===== config.mk =====
export PLATFORM = sky130hd
export DESIGN_NAME = single_phase_fan_commutation_ramp_flat
export DESIGN_NICKNAME = d
export VERILOG_FILES = /design/src/rtl/sfcr_pkg.sv /design/src/rtl/sfcr_if.sv /design/src/rtl/single_phase_fan_commutation_ramp.sv /design/src/rtl/sfcr_regs.sv /design/src/flat_wrapper.sv
export SDC_FILE = /design/constraint.sdc
export NUM_CORES = 1
export LEC_CHECK = 0
export BUFFER_PORTS_ARGS = -buffer_cell sky130_fd_sc_hd__clkbuf_2
export CAP_MARGIN = 25
export CORE_ASPECT_RATIO = 0.8
export CORE_MARGIN = 2
export CORE_UTILIZATION = 54
export CTS_BUF_LIST = sky130_fd_sc_hd__clkbuf_4 sky130_fd_sc_hd__clkbuf_8
export CTS_CLUSTER_DIAMETER = 80
export DETAILED_ROUTE_END_ITERATION = 6
export GPL_TIMING_DRIVEN = 0
export PLACE_DENSITY = 0.77
export SLEW_MARGIN = 0
export SYNTH_ARGS = -nofsm -noshare
export SYNTH_HDL_FRONTEND = slang
export SYNTH_SLANG_ARGS = --single-unit
export TNS_END_PERCENT = 1

===== constraint.sdc =====
create_clock -name clk -period 5.2 [get_ports clk]
set_clock_uncertainty 0.15 [all_clocks]
set_input_delay 1.3 -clock clk [delete_from_list [all_inputs] [get_ports clk]]
set_output_delay 1.3 -clock clk [all_outputs]
set_load 0.005 [all_outputs]

===== src/rtl/sfcr_pkg.sv =====
`default_nettype none

package sfcr_pkg;

  // phase codes
  localparam logic [1:0] PH_START = 2'd0;
  localparam logic [1:0] PH_TRANS = 2'd1;
  localparam logic [1:0] PH_RUN   = 2'd2;

  // configuration port geometry
  localparam int unsigned ADDR_W = 5;
  localparam int unsigned DATA_W = 32;

  // register indexes (byte address is four times the index)
  localparam logic [2:0] REG_START_EDGE_LIMIT    = 3'd0;
  localparam logic [2:0] REG_INITIAL_HALF_PERIOD = 3'd1;
  localparam logic [2:0] REG_MIN_HALF_PERIOD     = 3'd2;
  localparam logic [2:0] REG_RAMP_STEP           = 3'd3;
  localparam logic [2:0] REG_PERIODS_PER_STEP    = 3'd4;

  // reset values of the registers
  localparam logic [15:0] START_EDGE_LIMIT_RST    = 16'd4000;
  localparam logic [15:0] INITIAL_HALF_PERIOD_RST = 16'd8267;
  localparam logic [15:0] MIN_HALF_PERIOD_RST     = 16'd6000;
  localparam logic [7:0]  RAMP_STEP_RST           = 8'd5;
  localparam logic [9:0]  PERIODS_PER_STEP_RST    = 10'd200;

  // saturation limits
  localparam logic [15:0] EDGE_COUNT_MAX   = 16'hFFFF;
  localparam logic [9:0]  PERIOD_COUNT_MAX = 10'h3FF;

  typedef struct packed {
    logic [15:0] start_edge_limit;
    logic [15:0] initial_half_period;
    logic [15:0] min_half_period;
    logic [7:0]  ramp_step;
    logic [9:0]  periods_per_step;
  } cfg_t;

endpackage

`default_nettype wire


===== src/rtl/sfcr_if.sv =====
`default_nettype none

// hall sample channel
interface sfcr_in_if;
  logic valid;
  logic ready;
  logic hall_level;

  modport source (output valid, output hall_level, input ready);
  modport sink (input valid, input hall_level, output ready);
endinterface

// gate drive channel
interface sfcr_out_if;
  logic       valid;
  logic       ready;
  logic       gate_high_one;
  logic       gate_low_one;
  logic       gate_high_two;
  logic       gate_low_two;
  logic [1:0] phase_now;

  modport source (
    output valid, output gate_high_one, output gate_low_one,
    output gate_high_two, output gate_low_two, output phase_now,
    input ready
  );
  modport sink (
    input valid, input gate_high_one, input gate_low_one,
    input gate_high_two, input gate_low_two, input phase_now,
    output ready
  );
endinterface

`default_nettype wire


===== src/rtl/single_phase_fan_commutation_ramp.sv =====
// Single-phase fan commutation with open-loop speed ramp.
//
// samples (sink): one item per timer tick, carrying the hall sensor level.
// drive (source): one item per input item, the four bridge gate levels
//   and the phase of that tick (0 start, 1 transition, 2 run).
// APB port: five registers at byte addresses 0, 4, 8, 12, 16; pready is
//   always high, writes land on the access cycle, reads return the value.
//
// An accepted item is shown on drive in the cycle after it is accepted.
// Throughput is one item per cycle unless drive stalls; the whole update
// of one tick is a single pass between the state registers and the result
// register, so a tick can be taken on every clock that is not stalled.
// When the receiver stalls, the result register holds its item and
// samples.ready drops until it is taken; a new item is accepted in the
// same cycle as the waiting one leaves.
// Synchronous reset puts the block in the start phase with drive_pattern low,
// clears all counters, loads the register defaults and empties the result
// register; no item is accepted while rst is high.
`default_nettype none

module single_phase_fan_commutation_ramp import sfcr_pkg::*; (
  input  wire logic              clk,
  input  wire logic              rst,
  sfcr_in_if.sink                samples,
  sfcr_out_if.source             drive,
  input  wire logic              psel,
  input  wire logic              penable,
  input  wire logic              pwrite,
  input  wire logic [ADDR_W-1:0] paddr,
  input  wire logic [DATA_W-1:0] pwdata,
  output logic [DATA_W-1:0]      prdata,
  output logic                   pready
);

  cfg_t cfg;

  sfcr_regs u_regs (
    .clk     (clk),
    .rst     (rst),
    .psel    (psel),
    .penable (penable),
    .pwrite  (pwrite),
    .paddr   (paddr),
    .pwdata  (pwdata),
    .prdata  (prdata),
    .cfg     (cfg)
  );

  assign pready = 1'b1;

  // state registers
  logic [1:0]  phase_reg, phase_next;
  logic [15:0] edge_count, edge_count_next;
  logic        previous_hall;
  logic        hall_seen;
  logic        drive_pattern, drive_pattern_next;
  logic [15:0] half_period, half_period_next;
  logic [15:0] half_timer, half_timer_next;
  logic        second_half, second_half_next;
  logic [9:0]  period_count, period_count_next;

  // result register
  logic       out_valid;
  logic       out_pattern;
  logic [1:0] out_phase;
  logic [1:0] shown;

  logic        accept;
  logic [15:0] edge_inc;
  logic [15:0] hp_ramp;
  logic [9:0]  pc_ramp;
  logic [15:0] timer_inc;
  logic        hall;

  assign hall          = samples.hall_level;
  assign samples.ready = !rst && (!out_valid || drive.ready);
  assign accept        = samples.valid && samples.ready;

  // next state for one tick
  always_comb begin
    phase_next         = phase_reg;
    edge_count_next    = edge_count;
    drive_pattern_next = drive_pattern;
    half_period_next   = half_period;
    half_timer_next    = half_timer;
    second_half_next   = second_half;
    period_count_next  = period_count;
    shown              = phase_reg;
    edge_inc           = edge_count;
    hp_ramp            = half_period;
    pc_ramp            = period_count;
    timer_inc          = half_timer + 16'd1;

    unique case (phase_reg)
      PH_RUN: begin
        // ramp step at the start of a period once enough periods have gone
        if (half_timer == 16'd0 && !second_half && period_count > cfg.periods_per_step) begin
          if (half_period > cfg.min_half_period) begin
            hp_ramp = (half_period > {8'd0, cfg.ramp_step}) ?
                      half_period - {8'd0, cfg.ramp_step} : 16'd0;
          end
          pc_ramp = '0;
        end
        half_period_next = hp_ramp;
        // half period expiry toggles the drive
        if (timer_inc >= hp_ramp) begin
          half_timer_next    = '0;
          drive_pattern_next = !drive_pattern;
          second_half_next   = !second_half;
          period_count_next  = (second_half && pc_ramp != PERIOD_COUNT_MAX) ?
                               pc_ramp + 10'd1 : pc_ramp;
        end else begin
          half_timer_next   = timer_inc;
          period_count_next = pc_ramp;
        end
      end
      PH_TRANS: begin
        drive_pattern_next = hall;
        half_period_next   = cfg.initial_half_period;
        half_timer_next    = '0;
        second_half_next   = 1'b0;
        period_count_next  = '0;
        phase_next         = PH_RUN;
      end
      default: begin
        // start phase, the unused code behaves the same
        shown              = PH_START;
        drive_pattern_next = hall;
        if (hall_seen && hall != previous_hall && edge_count != EDGE_COUNT_MAX) begin
          edge_inc = edge_count + 16'd1;
        end
        if (edge_inc > cfg.start_edge_limit) begin
          phase_next      = PH_TRANS;
          edge_count_next = '0;
        end else begin
          phase_next      = PH_START;
          edge_count_next = edge_inc;
        end
      end
    endcase
  end

  // state update on each accepted item
  always_ff @(posedge clk) begin
    if (rst) begin
      phase_reg     <= PH_START;
      edge_count    <= '0;
      previous_hall <= 1'b0;
      hall_seen     <= 1'b0;
      drive_pattern <= 1'b0;
      half_period   <= INITIAL_HALF_PERIOD_RST;
      half_timer    <= '0;
      second_half   <= 1'b0;
      period_count  <= '0;
    end else if (accept) begin
      phase_reg     <= phase_next;
      edge_count    <= edge_count_next;
      previous_hall <= hall;
      hall_seen     <= 1'b1;
      drive_pattern <= drive_pattern_next;
      half_period   <= half_period_next;
      half_timer    <= half_timer_next;
      second_half   <= second_half_next;
      period_count  <= period_count_next;
    end
  end

  // result register valid flag
  always_ff @(posedge clk) begin
    if (rst) begin
      out_valid <= 1'b0;
    end else if (accept) begin
      out_valid <= 1'b1;
    end else if (drive.ready) begin
      out_valid <= 1'b0;
    end
  end

  // result payload
  always_ff @(posedge clk) begin
    if (accept) begin
      out_pattern <= drive_pattern_next;
      out_phase   <= shown;
    end
  end

  assign drive.valid         = out_valid;
  assign drive.gate_high_one = out_pattern;
  assign drive.gate_low_one  = !out_pattern;
  assign drive.gate_high_two = !out_pattern;
  assign drive.gate_low_two  = out_pattern;
  assign drive.phase_now     = out_phase;

endmodule

`default_nettype wire


===== src/rtl/sfcr_regs.sv =====
`default_nettype none

module sfcr_regs import sfcr_pkg::*; (
  input  wire logic              clk,
  input  wire logic              rst,
  input  wire logic              psel,
  input  wire logic              penable,
  input  wire logic              pwrite,
  input  wire logic [ADDR_W-1:0] paddr,
  input  wire logic [DATA_W-1:0] pwdata,
  output logic [DATA_W-1:0]      prdata,
  output cfg_t                   cfg
);

  logic [2:0] index;
  logic       wr_en;

  assign index = paddr[ADDR_W-1:2];
  assign wr_en = psel && penable && pwrite;

  // register writes, indexes beyond the list are dropped
  always_ff @(posedge clk) begin
    if (rst) begin
      cfg.start_edge_limit    <= START_EDGE_LIMIT_RST;
      cfg.initial_half_period <= INITIAL_HALF_PERIOD_RST;
      cfg.min_half_period     <= MIN_HALF_PERIOD_RST;
      cfg.ramp_step           <= RAMP_STEP_RST;
      cfg.periods_per_step    <= PERIODS_PER_STEP_RST;
    end else if (wr_en) begin
      unique case (index)
        REG_START_EDGE_LIMIT:    cfg.start_edge_limit    <= pwdata[15:0];
        REG_INITIAL_HALF_PERIOD: cfg.initial_half_period <= pwdata[15:0];
        REG_MIN_HALF_PERIOD:     cfg.min_half_period     <= pwdata[15:0];
        REG_RAMP_STEP:           cfg.ramp_step           <= pwdata[7:0];
        REG_PERIODS_PER_STEP:    cfg.periods_per_step    <= pwdata[9:0];
        default: ;
      endcase
    end
  end

  // read mux
  always_comb begin
    unique case (index)
      REG_START_EDGE_LIMIT:    prdata = {16'd0, cfg.start_edge_limit};
      REG_INITIAL_HALF_PERIOD: prdata = {16'd0, cfg.initial_half_period};
      REG_MIN_HALF_PERIOD:     prdata = {16'd0, cfg.min_half_period};
      REG_RAMP_STEP:           prdata = {24'd0, cfg.ramp_step};
      REG_PERIODS_PER_STEP:    prdata = {22'd0, cfg.periods_per_step};
      default:                 prdata = '0;
    endcase
  end

endmodule

`default_nettype wire


===== src/flat_wrapper.sv =====
// flat-port wrapper written by rule: the top's interface ports become plain ports
module single_phase_fan_commutation_ramp_flat import sfcr_pkg::*;
  (clk, rst, psel, penable, pwrite, paddr, pwdata, prdata, pready, samples_valid, samples_hall_level, samples_ready, drive_valid, drive_gate_high_one, drive_gate_low_one, drive_gate_high_two, drive_gate_low_two, drive_phase_now, drive_ready);
  sfcr_in_if samples_i ();
  sfcr_out_if drive_i ();
  input  wire logic clk;
  input  wire logic rst;
  input  wire logic psel;
  input  wire logic penable;
  input  wire logic pwrite;
  input  wire logic [ADDR_W-1:0] paddr;
  input  wire logic [DATA_W-1:0] pwdata;
  output logic [DATA_W-1:0] prdata;
  output logic pready;
  input wire logic [$bits(samples_i.valid)-1:0] samples_valid;
  input wire logic [$bits(samples_i.hall_level)-1:0] samples_hall_level;
  output wire logic [$bits(samples_i.ready)-1:0] samples_ready;
  output wire logic [$bits(drive_i.valid)-1:0] drive_valid;
  output wire logic [$bits(drive_i.gate_high_one)-1:0] drive_gate_high_one;
  output wire logic [$bits(drive_i.gate_low_one)-1:0] drive_gate_low_one;
  output wire logic [$bits(drive_i.gate_high_two)-1:0] drive_gate_high_two;
  output wire logic [$bits(drive_i.gate_low_two)-1:0] drive_gate_low_two;
  output wire logic [$bits(drive_i.phase_now)-1:0] drive_phase_now;
  input wire logic [$bits(drive_i.ready)-1:0] drive_ready;
  assign samples_i.valid = samples_valid;
  assign samples_i.hall_level = samples_hall_level;
  assign samples_ready = samples_i.ready;
  assign drive_valid = drive_i.valid;
  assign drive_gate_high_one = drive_i.gate_high_one;
  assign drive_gate_low_one = drive_i.gate_low_one;
  assign drive_gate_high_two = drive_i.gate_high_two;
  assign drive_gate_low_two = drive_i.gate_low_two;
  assign drive_phase_now = drive_i.phase_now;
  assign drive_i.ready = drive_ready;
  single_phase_fan_commutation_ramp u_core (.clk(clk), .rst(rst), .samples(samples_i), .drive(drive_i), .psel(psel), .penable(penable), .pwrite(pwrite), .paddr(paddr), .pwdata(pwdata), .prdata(prdata), .pready(pready));
endmodule

# Word level (Yosys, flattened, before mapping)
# Cells that the tools add are included.
[totals]
regBits = 134
out_inout_bits = 41
elab_cells = 91
[classes]
addsub = 4
magnitude_cmp = 5
n_eq_ne = 10
mux = 24
bitwise_logic = 2
n_reduce_logical = 29
[ops]
columns = ["operator", "n"]
rows = [
  ["16-bit 2-to-1 mux", 8],
  ["16-bit one-hot mux with 5 select lines", 1],
  ["16-bit one-hot mux with 2 select lines", 2],
  ["10-bit 2-to-1 mux", 4],
  ["16-bit by 1-bit adder with 16-bit output (second input constant)", 2],
  ["16-bit > comparator", 2],
  ["10-bit one-hot mux with 2 select lines", 1],
  ["16-bit >= comparator", 1],
  ["16-bit by 8-bit > comparator with 1-bit output", 1],
  ["16-bit zero test", 1],
  ["16-bit != test (second input constant)", 1],
  ["2-bit AND reduction", 8],
  ["16-bit by 8-bit subtractor with 16-bit output", 1],
  ["10-bit by 1-bit adder with 10-bit output (second input constant)", 1],
  ["10-bit > comparator", 1],
  ["10-bit != test (second input constant)", 1],
  ["1-bit logical AND", 9],
  ["3-bit by 2-bit == test with 1-bit output (second input constant)", 2],
  ["1-bit 2-to-1 mux", 6],
  ["1-bit zero test", 5],
  ["2-bit one-hot mux with 2 select lines", 1],
  ["2-bit nonzero test", 2],
  ["3-bit by 1-bit == test with 1-bit output (second input constant)", 1],
  ["3-bit == test (second input constant)", 1],
  ["10 further kinds", 11],
]

# Depth between registers and ports, before layout
# Gate-level depths: netlist of run 1.
[depth]
word_depth = 10
depth_mapped = 21
ltp_nobuf = 20

# Modules after synthesis
# From an unflattened synthesis of run 1, not the netlist that was laid out.
[hier_totals]
cells_unflattened = 1112
hier_area_um2 = 9257.6
[by_module_without_submodules]
columns = ["mod", "n_inst", "cells_per_inst", "area_each_um2"]
rows = [
  ["single_phase_fan_commutation_ramp", 1, 768, 5929.4],
  ["sfcr_regs", 1, 344, 3328.2],
]

# Worst setup path after synthesis of run 1
# Ideal clock, no wire load.
[synth_path]
kind = "register to register"
start = "register u_core.u_regs.cfg[30] (netlist name)"
end = "register u_core.half_timer[0]"
setup_ns = 0.065
arrival_time_ns = 4.823
required_ns = 4.985
setup_slack_ns = 0.161
path_stages_with_launch = 21
path_buffers = 2
period_less_slack_ns = 5.039
path_cell_list = "dfxtp_1 inv_1 ha_1 nand3_1 or4_1 a21oi_1 o21ai_1 a311o_1 or4_4 xnor2_1 nand2_1 ha_1 and3_1 a221o_1 a221oi_1 o31ai_1 clkbuf_1 nor2_1 clkbuf_1 mux2i_1 nor2_1"
[synth_between]
elab_chain_cells = 7
[synth_rtl]
columns = ["element", "line", "rtl"]
rows = [
  ["16-bit > comparator", "single_phase_fan_commutation_ramp.sv:98", "if (half_period > cfg.min_half_period) begin"],
  ["16-bit 2-to-1 mux", "single_phase_fan_commutation_ramp.sv:98", ""],
  ["16-bit 2-to-1 mux", "single_phase_fan_commutation_ramp.sv:97", "if (half_timer == 16'd0 && !second_half && period_count > cfg.periods_per_step) begin"],
  ["16-bit 2-to-1 mux", "single_phase_fan_commutation_ramp.sv:94", "unique case (phase_reg)"],
  ["16-bit >= comparator", "single_phase_fan_commutation_ramp.sv:106", "if (timer_inc >= hp_ramp) begin"],
  ["16-bit 2-to-1 mux", "single_phase_fan_commutation_ramp.sv:106", ""],
  ["16-bit one-hot mux with 2 select lines", "single_phase_fan_commutation_ramp.sv:94", ""],
  ["to (signal assigned)", "single_phase_fan_commutation_ramp.sv:162", "half_timer <= half_timer_next;"],
  ["to (decl)", "single_phase_fan_commutation_ramp.sv:58", "logic [15:0] half_timer, half_timer_next;"],
]
# No other way between the ends. The select of a mux whose other input is x is not followed.
# A chain may end at the register's enable or synchronous reset.

# Final worst setup path of run 1
[layout_path]
start = "register u_core.u_regs.cfg[27] (netlist name)"
end = "register u_core.period_count[3]"
[layout_between]
elab_chain_cells = 7
[layout_rtl]
columns = ["element", "line", "rtl"]
rows = [
  ["16-bit > comparator", "single_phase_fan_commutation_ramp.sv:98", ""],
  ["16-bit 2-to-1 mux", "single_phase_fan_commutation_ramp.sv:98", ""],
  ["16-bit 2-to-1 mux", "single_phase_fan_commutation_ramp.sv:97", ""],
  ["16-bit 2-to-1 mux", "single_phase_fan_commutation_ramp.sv:94", ""],
  ["16-bit >= comparator", "single_phase_fan_commutation_ramp.sv:106", ""],
  ["10-bit 2-to-1 mux", "single_phase_fan_commutation_ramp.sv:106", ""],
  ["10-bit one-hot mux with 2 select lines", "single_phase_fan_commutation_ramp.sv:94", ""],
  ["to (signal assigned)", "single_phase_fan_commutation_ramp.sv:164", "period_count <= period_count_next;"],
  ["to (decl)", "single_phase_fan_commutation_ramp.sv:60", "logic [9:0] period_count, period_count_next;"],
]
# No other way between the ends. The select of a mux whose other input is x is not followed.

==> flow_summary.json, run 1 <==
{
  "portBuffers": 49,
  "dieArea_sq_um": 17300,
  "cts_root_buf": "clkbuf_8",
  "cpPeakStageDelay_ps": 570,
  "status": "complete, no violations",
  "post-dp-hpwl_microns": 21200,
  "cts_tree": "built",
  "required_ps": 5430,
  "synth.most_common_cell": "nand2_1",
  "r2r_cells": 19,
  "ant_nets": 0,
  "cp-start-kind": "register",
  "crit_path_top_delay_cell": "or4_4",
  "p_leak_nw": 4.20,
  "wl_met3_microns": 3750,
  "tns_ps": 0,
  "critPathTopFamily": "compound AO/OA/AOI/OAI gates",
  "arrival_ps": 5350,
  "drive_above_1_share_pct": 12.2,
  "initial_core_util_pct": 55.5,
  "clock.fmax_ghz": 0.195,
  "drc": 0,
  "crit_start": "u_core.u_regs.cfg[27]",
  "chipHeight_microns": 118,
  "rsz0062_at_grt": "true",
  "num_rows": 41,
  "fill_cells": 1374,
  "max_slew.worst_pin.slew_ps": 1010,
  "synth_common_cells": "nand2_1, dfxtp_1, a21oi_1",
  "path_clk_slew_ps": 80,
  "power_mw": 2.18,
  "relSlewSlack_pct": 32.4,
  "grt_use_total_pct": 31.5,
  "htree_levels": 4,
  "synthArstFlopShare_pct": 0,
  "wl_per_cell_microns": 19.2,
  "globalplace.congestion": 0.967,
  "netlist_top_cells_area": "dfxtp_1, ha_1, a21oi_1",
  "synthToLayoutAreaGrowth_pct": 14.1,
  "cp_num_buf_inv": 1,
  "grt_first_pass_wirelength_microns": 42900,
  "syn_inst": 1145,
  "fin_nets": 1354,
  "drt_wl_total_microns": 28100,
  "synth_top_family_by_area": "simple AND/OR/NAND/NOR gates",
  "grt_pass1_vias": 7979,
  "wl_met2_microns": 11600,
  "path_depth": 19,
  "clkLatencyLatePin_ps": 460,
  "synth-edff-count": 3,
  "r2r-end": "u_core.period_count[3]",
  "globalRouteOverflowTotal": 0,
  "path_max_fanout": 6,
  "largest_register_ffs": 66,
  "r2r-start": "u_core.u_regs.cfg[27]",
  "synth-main-ff-cell": "dfxtp_1",
  "synth_xor_xnor_area_share_pct": 3.40,
  "max-vdd-ir-drop_mv": 0.171,
  "postLayoutSetupSlackWorst_ps": 76.4,
  "worstHoldPathType": "reg2reg",
  "crit_end": "u_core.period_count[3]",
  "grt_max_degree": 17,
  "post-route-util_pct": 63.3,
  "synth-compound-area-share_pct": 21.3,
  "wl_met1_microns": 12200,
  "synth.cell_area_sq_um": 8760,
  "drt_iter0_markers": 1163,
  "antenna_found_initial": 0,
  "yosys_register_bits": 134,
  "min_period_ps": 5120,
  "drv_slew": 0,
  "dp_slack_ps": -746,
  "top_layer_used": "met4",
  "cap_viol_max_count": 0,
  "synth_area_per_cell_sq_um": 7.65,
  "top_register": "u_core.u_regs.cfg",
  "vias_per_cell": 6.19,
  "synth_top_area_share_pct": 29.9,
  "cts_made_buffers": 17,
  "coreArea_sq_um": 15800,
  "yosys.area_share.simple_pct": 21.7,
  "diodes": 0,
  "reg2reg_slack_ps": 80,
  "yosysWarnings": 0,
  "power_density_nw_per_um2": 218,
  "yosysUniqueCellTypes": 66,
  "via_count": 9058,
  "final-setup-viol-count": 0,
  "min_period_over_period_pct": 98.5,
  "hold_violations": 0,
  "end_kind": "register",
  "yosysTopAreaCell": "dfxtp_1",
  "num_io_pins": 86,
  "synth-adder-area-share_pct": 10.5,
  "die_w_microns": 146,
  "cts.sinks": 134,
  "cts_buffer_depth": 2,
  "synth_mux_area_share_pct": 4.83,
  "critPathKind": "reg2reg",
  "first_pass_iters": 6,
  "hp-start": "u_core.hall_seen",
  "crit_path_cell_trace": "inv_1 -> ha_4 -> nand2_1 -> or4_4 -> a21oi_4 -> o21ai_2 -> a311o_2 -> or4_4 -> xnor2_2 -> nand2_2 -> ha_1 -> and3_1 -> a221o_1 -> a221oi_2 -> o31ai_4 -> and3_1 -> a41oi_1 -> o21ai_0 -> a21oi_1",
  "yosysSeqAreaShare_pct": 30.9
}
-- stage by stage --
| step | hold slack, ps | cell area, sq um | cells |
|---|---|---|---|
| CTS | 301 | 9810 | 1458 |
| global route | 326 | 10000 | 1464 |
| global placement | 277 | 9340 | 1424 |
| finish | 301 | 10000 | 1464 |
| floorplan | 268 | 8820 | 1160 |
| detailed placement | 282 | 9340 | 1424 |
-- how the worst min path moves through the flow --
stage               cells after the start  slack [ps]               end
detailed placement                      1         280  u_core.hall_seen
floorplan                               1         270  u_core.hall_seen
global placement                        1         280  u_core.hall_seen
finish                                  1         300  u_core.hall_seen
global route                            1         330  u_core.hall_seen
CTS                                     1         300  u_core.hall_seen
-- what timing repair did --
action,in CTS,in global routing
resized for setup,13,34
hold endpoints to repair,0,0
endpoints found under the setup margin,41,42
hold buffers,0,0
pin swaps,2,13
cloned,0,0
buffers inserted,2,7
-- where the power goes --
group	switching (mW)	total (mW)	internal, mW
sequential	0.0154	1.06	1.04
clock	0.441	0.930	0.489
combinational	0.125	0.194	0.0689
total	0.581	2.18	1.60
-- layout make-up --
| cell class | count | area [sq um] | share of cell area (%) |
|---|---|---|---|
| Tap cell | 215 | 269 | 2.69 |
| Sequential cell | 134 | 2720 | 27.2 |
| Buffer | 78 | 395 | 3.95 |
| Inverter | 69 | 259 | 2.59 |
| Clock buffer | 19 | 255 | 2.55 |
| Timing Repair Buffer | 59 | 320 | 3.20 |
| Multi-Input combinational cell | 877 | 5630 | 56.3 |
| Clock inverter | 13 | 155 | 1.55 |
-- cells by family after synthesis --
family / after synthesis
other: 2
XOR/XNOR: 34
buffers and inverters: 149
adder cells (fa/ha/maj): 73
multiplexers: 42
flip-flops: 134
AO/OA/AOI/OAI: 299
AND/OR/NAND/NOR: 412
-- worst register-to-register path: stages (launching register included) --
cell,delay (ps)
dfxtp_1,340
inv_1,100
ha_4,280
nand2_1,70
or4_4,570
a21oi_4,140
o21ai_2,100
a311o_2,410
or4_4,470
xnor2_2,170
nand2_2,110
ha_1,320
and3_1,210
a221o_1,330
a221oi_2,340
o31ai_4,160
and3_1,260
a41oi_1,240
o21ai_0,120
a21oi_1,170
-- metal layers --
layer / track usage [%] / vias to the layer above
met5: 0 / -
met4: 10.2 / 0
met3: 9.19 / 67
met2: 43.8 / 580
met1: 46.5 / 4177
li1: - / 4234
-- cells in the final DEF (no fill, tap or decap), types with 4 or more instances in the layout --
cell and instances:
a211o_1 4, a211oi_1 11, a21o_1 11, a21oi_1 117
a22oi_1 11, a31oi_1 15, and2_1 5, and3_1 21
buf_1 7, buf_4 30, clkbuf_1 45, clkbuf_2 52
clkbuf_8 18, clkinv_2 5, conb_1 17, dfxtp_1 127
dfxtp_2 4, ha_1 70, inv_1 68, mux2i_1 40
nand2_1 153, nand2b_1 8, nand3_1 31, nand4_1 20
nor2_1 101, nor2b_1 7, nor3_1 24, nor4_1 5
o211ai_1 22, o21a_1 6, o21ai_0 42, o22ai_1 11
o311a_1 5, o31a_1 5, o31ai_1 5, or3_1 11
or4_1 4, xnor2_1 14, xor2_1 19
No activity file was read; power rests on OpenSTA's default activity.
==> run 2, diff against run 1 <==
PLACE_DENSITY = 0.76   (was 0.77)
RECOVER_POWER = 25   (was not set)
SYNTH_HIERARCHICAL = 1   (was not set)
==> flow_summary.json, run 2 <==
{
  "status": "complete, no violations",
  "worst_hold_slack_ps": 332,
  "path_clk_slew_ps": 80,
  "post-route-util_pct": 61.7,
  "post-dp-hpwl_microns": 20600,
  "critPathKind": "reg2reg",
  "fin_area_sq_um": 10300,
  "placed_area_sq_um": 9840,
  "cp-start-kind": "register",
  "clock.fmax_ghz": 0.202,
  "yosysWarnings": 6,
  "vias_per_cell": 6.19,
  "max_slew.worst_pin.slew_ps": 875,
  "grt_first_pass_wirelength_microns": 43200,
  "arrival_ps": 5150,
  "ant_nets": 0,
  "via_count": 8862,
  "netlist_top_cells_area": "dfxtp_1, ha_1, mux2i_1",
  "synth_area_per_cell_sq_um": 8.33,
  "path_max_fanout": 10,
  "clkLatencyLatePin_ps": 450,
  "coreArea_sq_um": 16700,
  "syn_inst": 1112,
  "power_mw": 2.11,
  "drive_above_1_share_pct": 13.7,
  "yosysTopAreaCell": "dfxtp_1",
  "required_ps": 5410,
  "postLayoutSetupSlackWorst_ps": 257,
  "initial_core_util_pct": 55.6,
  "diodes": 0,
  "hold_violations": 0,
  "synth-main-ff-cell": "dfxtp_1",
  "globalRouteOverflowTotal": 0,
  "grt_pass1_vias": 8189,
  "htree_levels": 4,
  "dp_slack_ps": -334,
  "synth-edff-count": 3,
  "layout_common_cells": "dfxtp_1, nor2_1, mux2i_1",
  "synth_top_area_share_pct": 28.3,
  "crit_start": "u_core/u_regs/cfg[11]",
  "num_rows": 42,
  "r2r-start": "u_core/u_regs/cfg[11]",
  "synth.cell_area_sq_um": 9260,
  "dieArea_sq_um": 18200,
  "top_register": "u_core/u_regs/cfg",
  "synth_common_cells": "dfxtp_1, nor2_1, mux2i_1",
  "yosysSeqAreaShare_pct": 29.3,
  "cap_viol_max_count": 0,
  "first_pass_iters": 5,
  "yosysUniqueCellTypes": 81,
  "synth.most_common_cell": "dfxtp_1",
  "largest_register_ffs": 66,
  "yosys_register_bits": 134,
  "end_kind": "register",
  "cts_made_buffers": 17,
  "drv_slew": 0,
  "drt_wl_total_microns": 27500,
  "hp-start": "u_core/hall_seen",
  "wl_per_cell_microns": 19.2,
  "cts_buffer_depth": 2,
  "drt_iter0_markers": 1030,
  "portBuffers": 50,
  "fin_nets": 1317,
  "finalNonFillerCells": 1431,
  "final-setup-viol-count": 0,
  "worstHoldPathType": "reg2reg",
  "die_w_microns": 150,
  "cts_tree": "built",
  "grt_max_degree": 17,
  "max-vdd-ir-drop_mv": 0.153,
  "grt_use_total_pct": 30.6,
  "cts.sinks": 134,
  "num_io_pins": 86,
  "synthArstFlopShare_pct": 0,
  "drc": 0,
  "synthToLayoutAreaGrowth_pct": 11.1,
  "final_common_cell": "dfxtp_1",
  "chipHeight_microns": 121,
  "antenna_found_initial": 0,
  "min_period_ps": 4940,
  "cts_root_buf": "clkbuf_8",
  "relSlewSlack_pct": 41.2,
  "globalplace.congestion": 0.957,
  "power_density_nw_per_um2": 205,
  "min_period_over_period_pct": 95.1,
  "p_leak_nw": 4.44,
  "tns_ps": 0,
  "placed_cells": 1397
}
run 2: logic make-up (layout without fill, tap and decap cells):
kind of cell | after synthesis | after routing | share of synthesized area (%)
xor gates and xnor gates | 32 | 32 | 3.03
and+or+nand+nor | 400 | 400 | 22.9
buffers and inverters | 144 | 228 | 7.27
adders and majority gates | 73 | 73 | 9.95
AOI/OAI and AO/OA | 240 | 240 | 17.9
DFF | 134 | 134 | 29.3
muxes | 87 | 87 | 9.57
other | 2 | 17 | 0.0811
run 2: worst paths after layout:
check | slack (ps) | cells past startpoint | end
setup / recovery | 260 | 19 | u_core/half_timer[12]
hold / removal | 330 | 1 | u_core/hall_seen
setup reg to reg | 260 | 19 | u_core/half_timer[12]
hold reg to reg | 330 | 1 | u_core/hall_seen
run 2: worst max-delay path, stage by stage (launching register included):
cell and delay, ps:
dfxtp_1 370, inv_1 90, ha_1 310, nor2b_1 150, o31a_1 260, o31a_1 300
o41a_1 500, or4_2 620, nand2_1 80, o21ai_0 100, ha_1 340, and4_1 200
a21oi_1 140, o211ai_1 100, a21o_2 280, nor2_2 170, buf_4 190, buf_4 180
nand2_1 70, a311oi_1 240
run 2: area by class of cell:
cell class                 count  area (sq um)
clock buffer                  22           284
fill                        1498          6370
sequential                   134          2710
multi-input combinational    849          5970
tap                          220           275
timing repair buffer          53           270
clock inverter                 9          80.1
buffer                        77           435
inverter                      67           251
run 2: what timing repair did:
| action | 4_1_cts | 5_1_grt |
|---|---|---|
| cloned | 0 | 0 |
| gates resized for setup | 5 | 21 |
| hold buffers | 0 | 0 |
| buffers inserted | 0 | 3 |
| pin swaps | 0 | 2 |
| endpoints found under the setup margin | 25 | 30 |
run 2: per-layer routing:
| layer | routed length, microns | vias up | GRT usage (%) |
|---|---|---|---|
| met4 | 775 | 0 | 11.7 |
| met3 | 3040 | 62 | 5.41 |
| met2 | 11500 | 462 | 44.1 |
| li1 | - | 4187 | - |
| met5 | 0 | - | 0 |
| met1 | 12200 | 4151 | 45.1 |
run 2: power breakdown:
| part | total, mW | internal (mW) | switching (mW) |
|---|---|---|---|
| Sequential | 1.06 | 1.04 | 0.0205 |
| Combinational | 0.218 | 0.0910 | 0.127 |
| Clock | 0.827 | 0.412 | 0.415 |
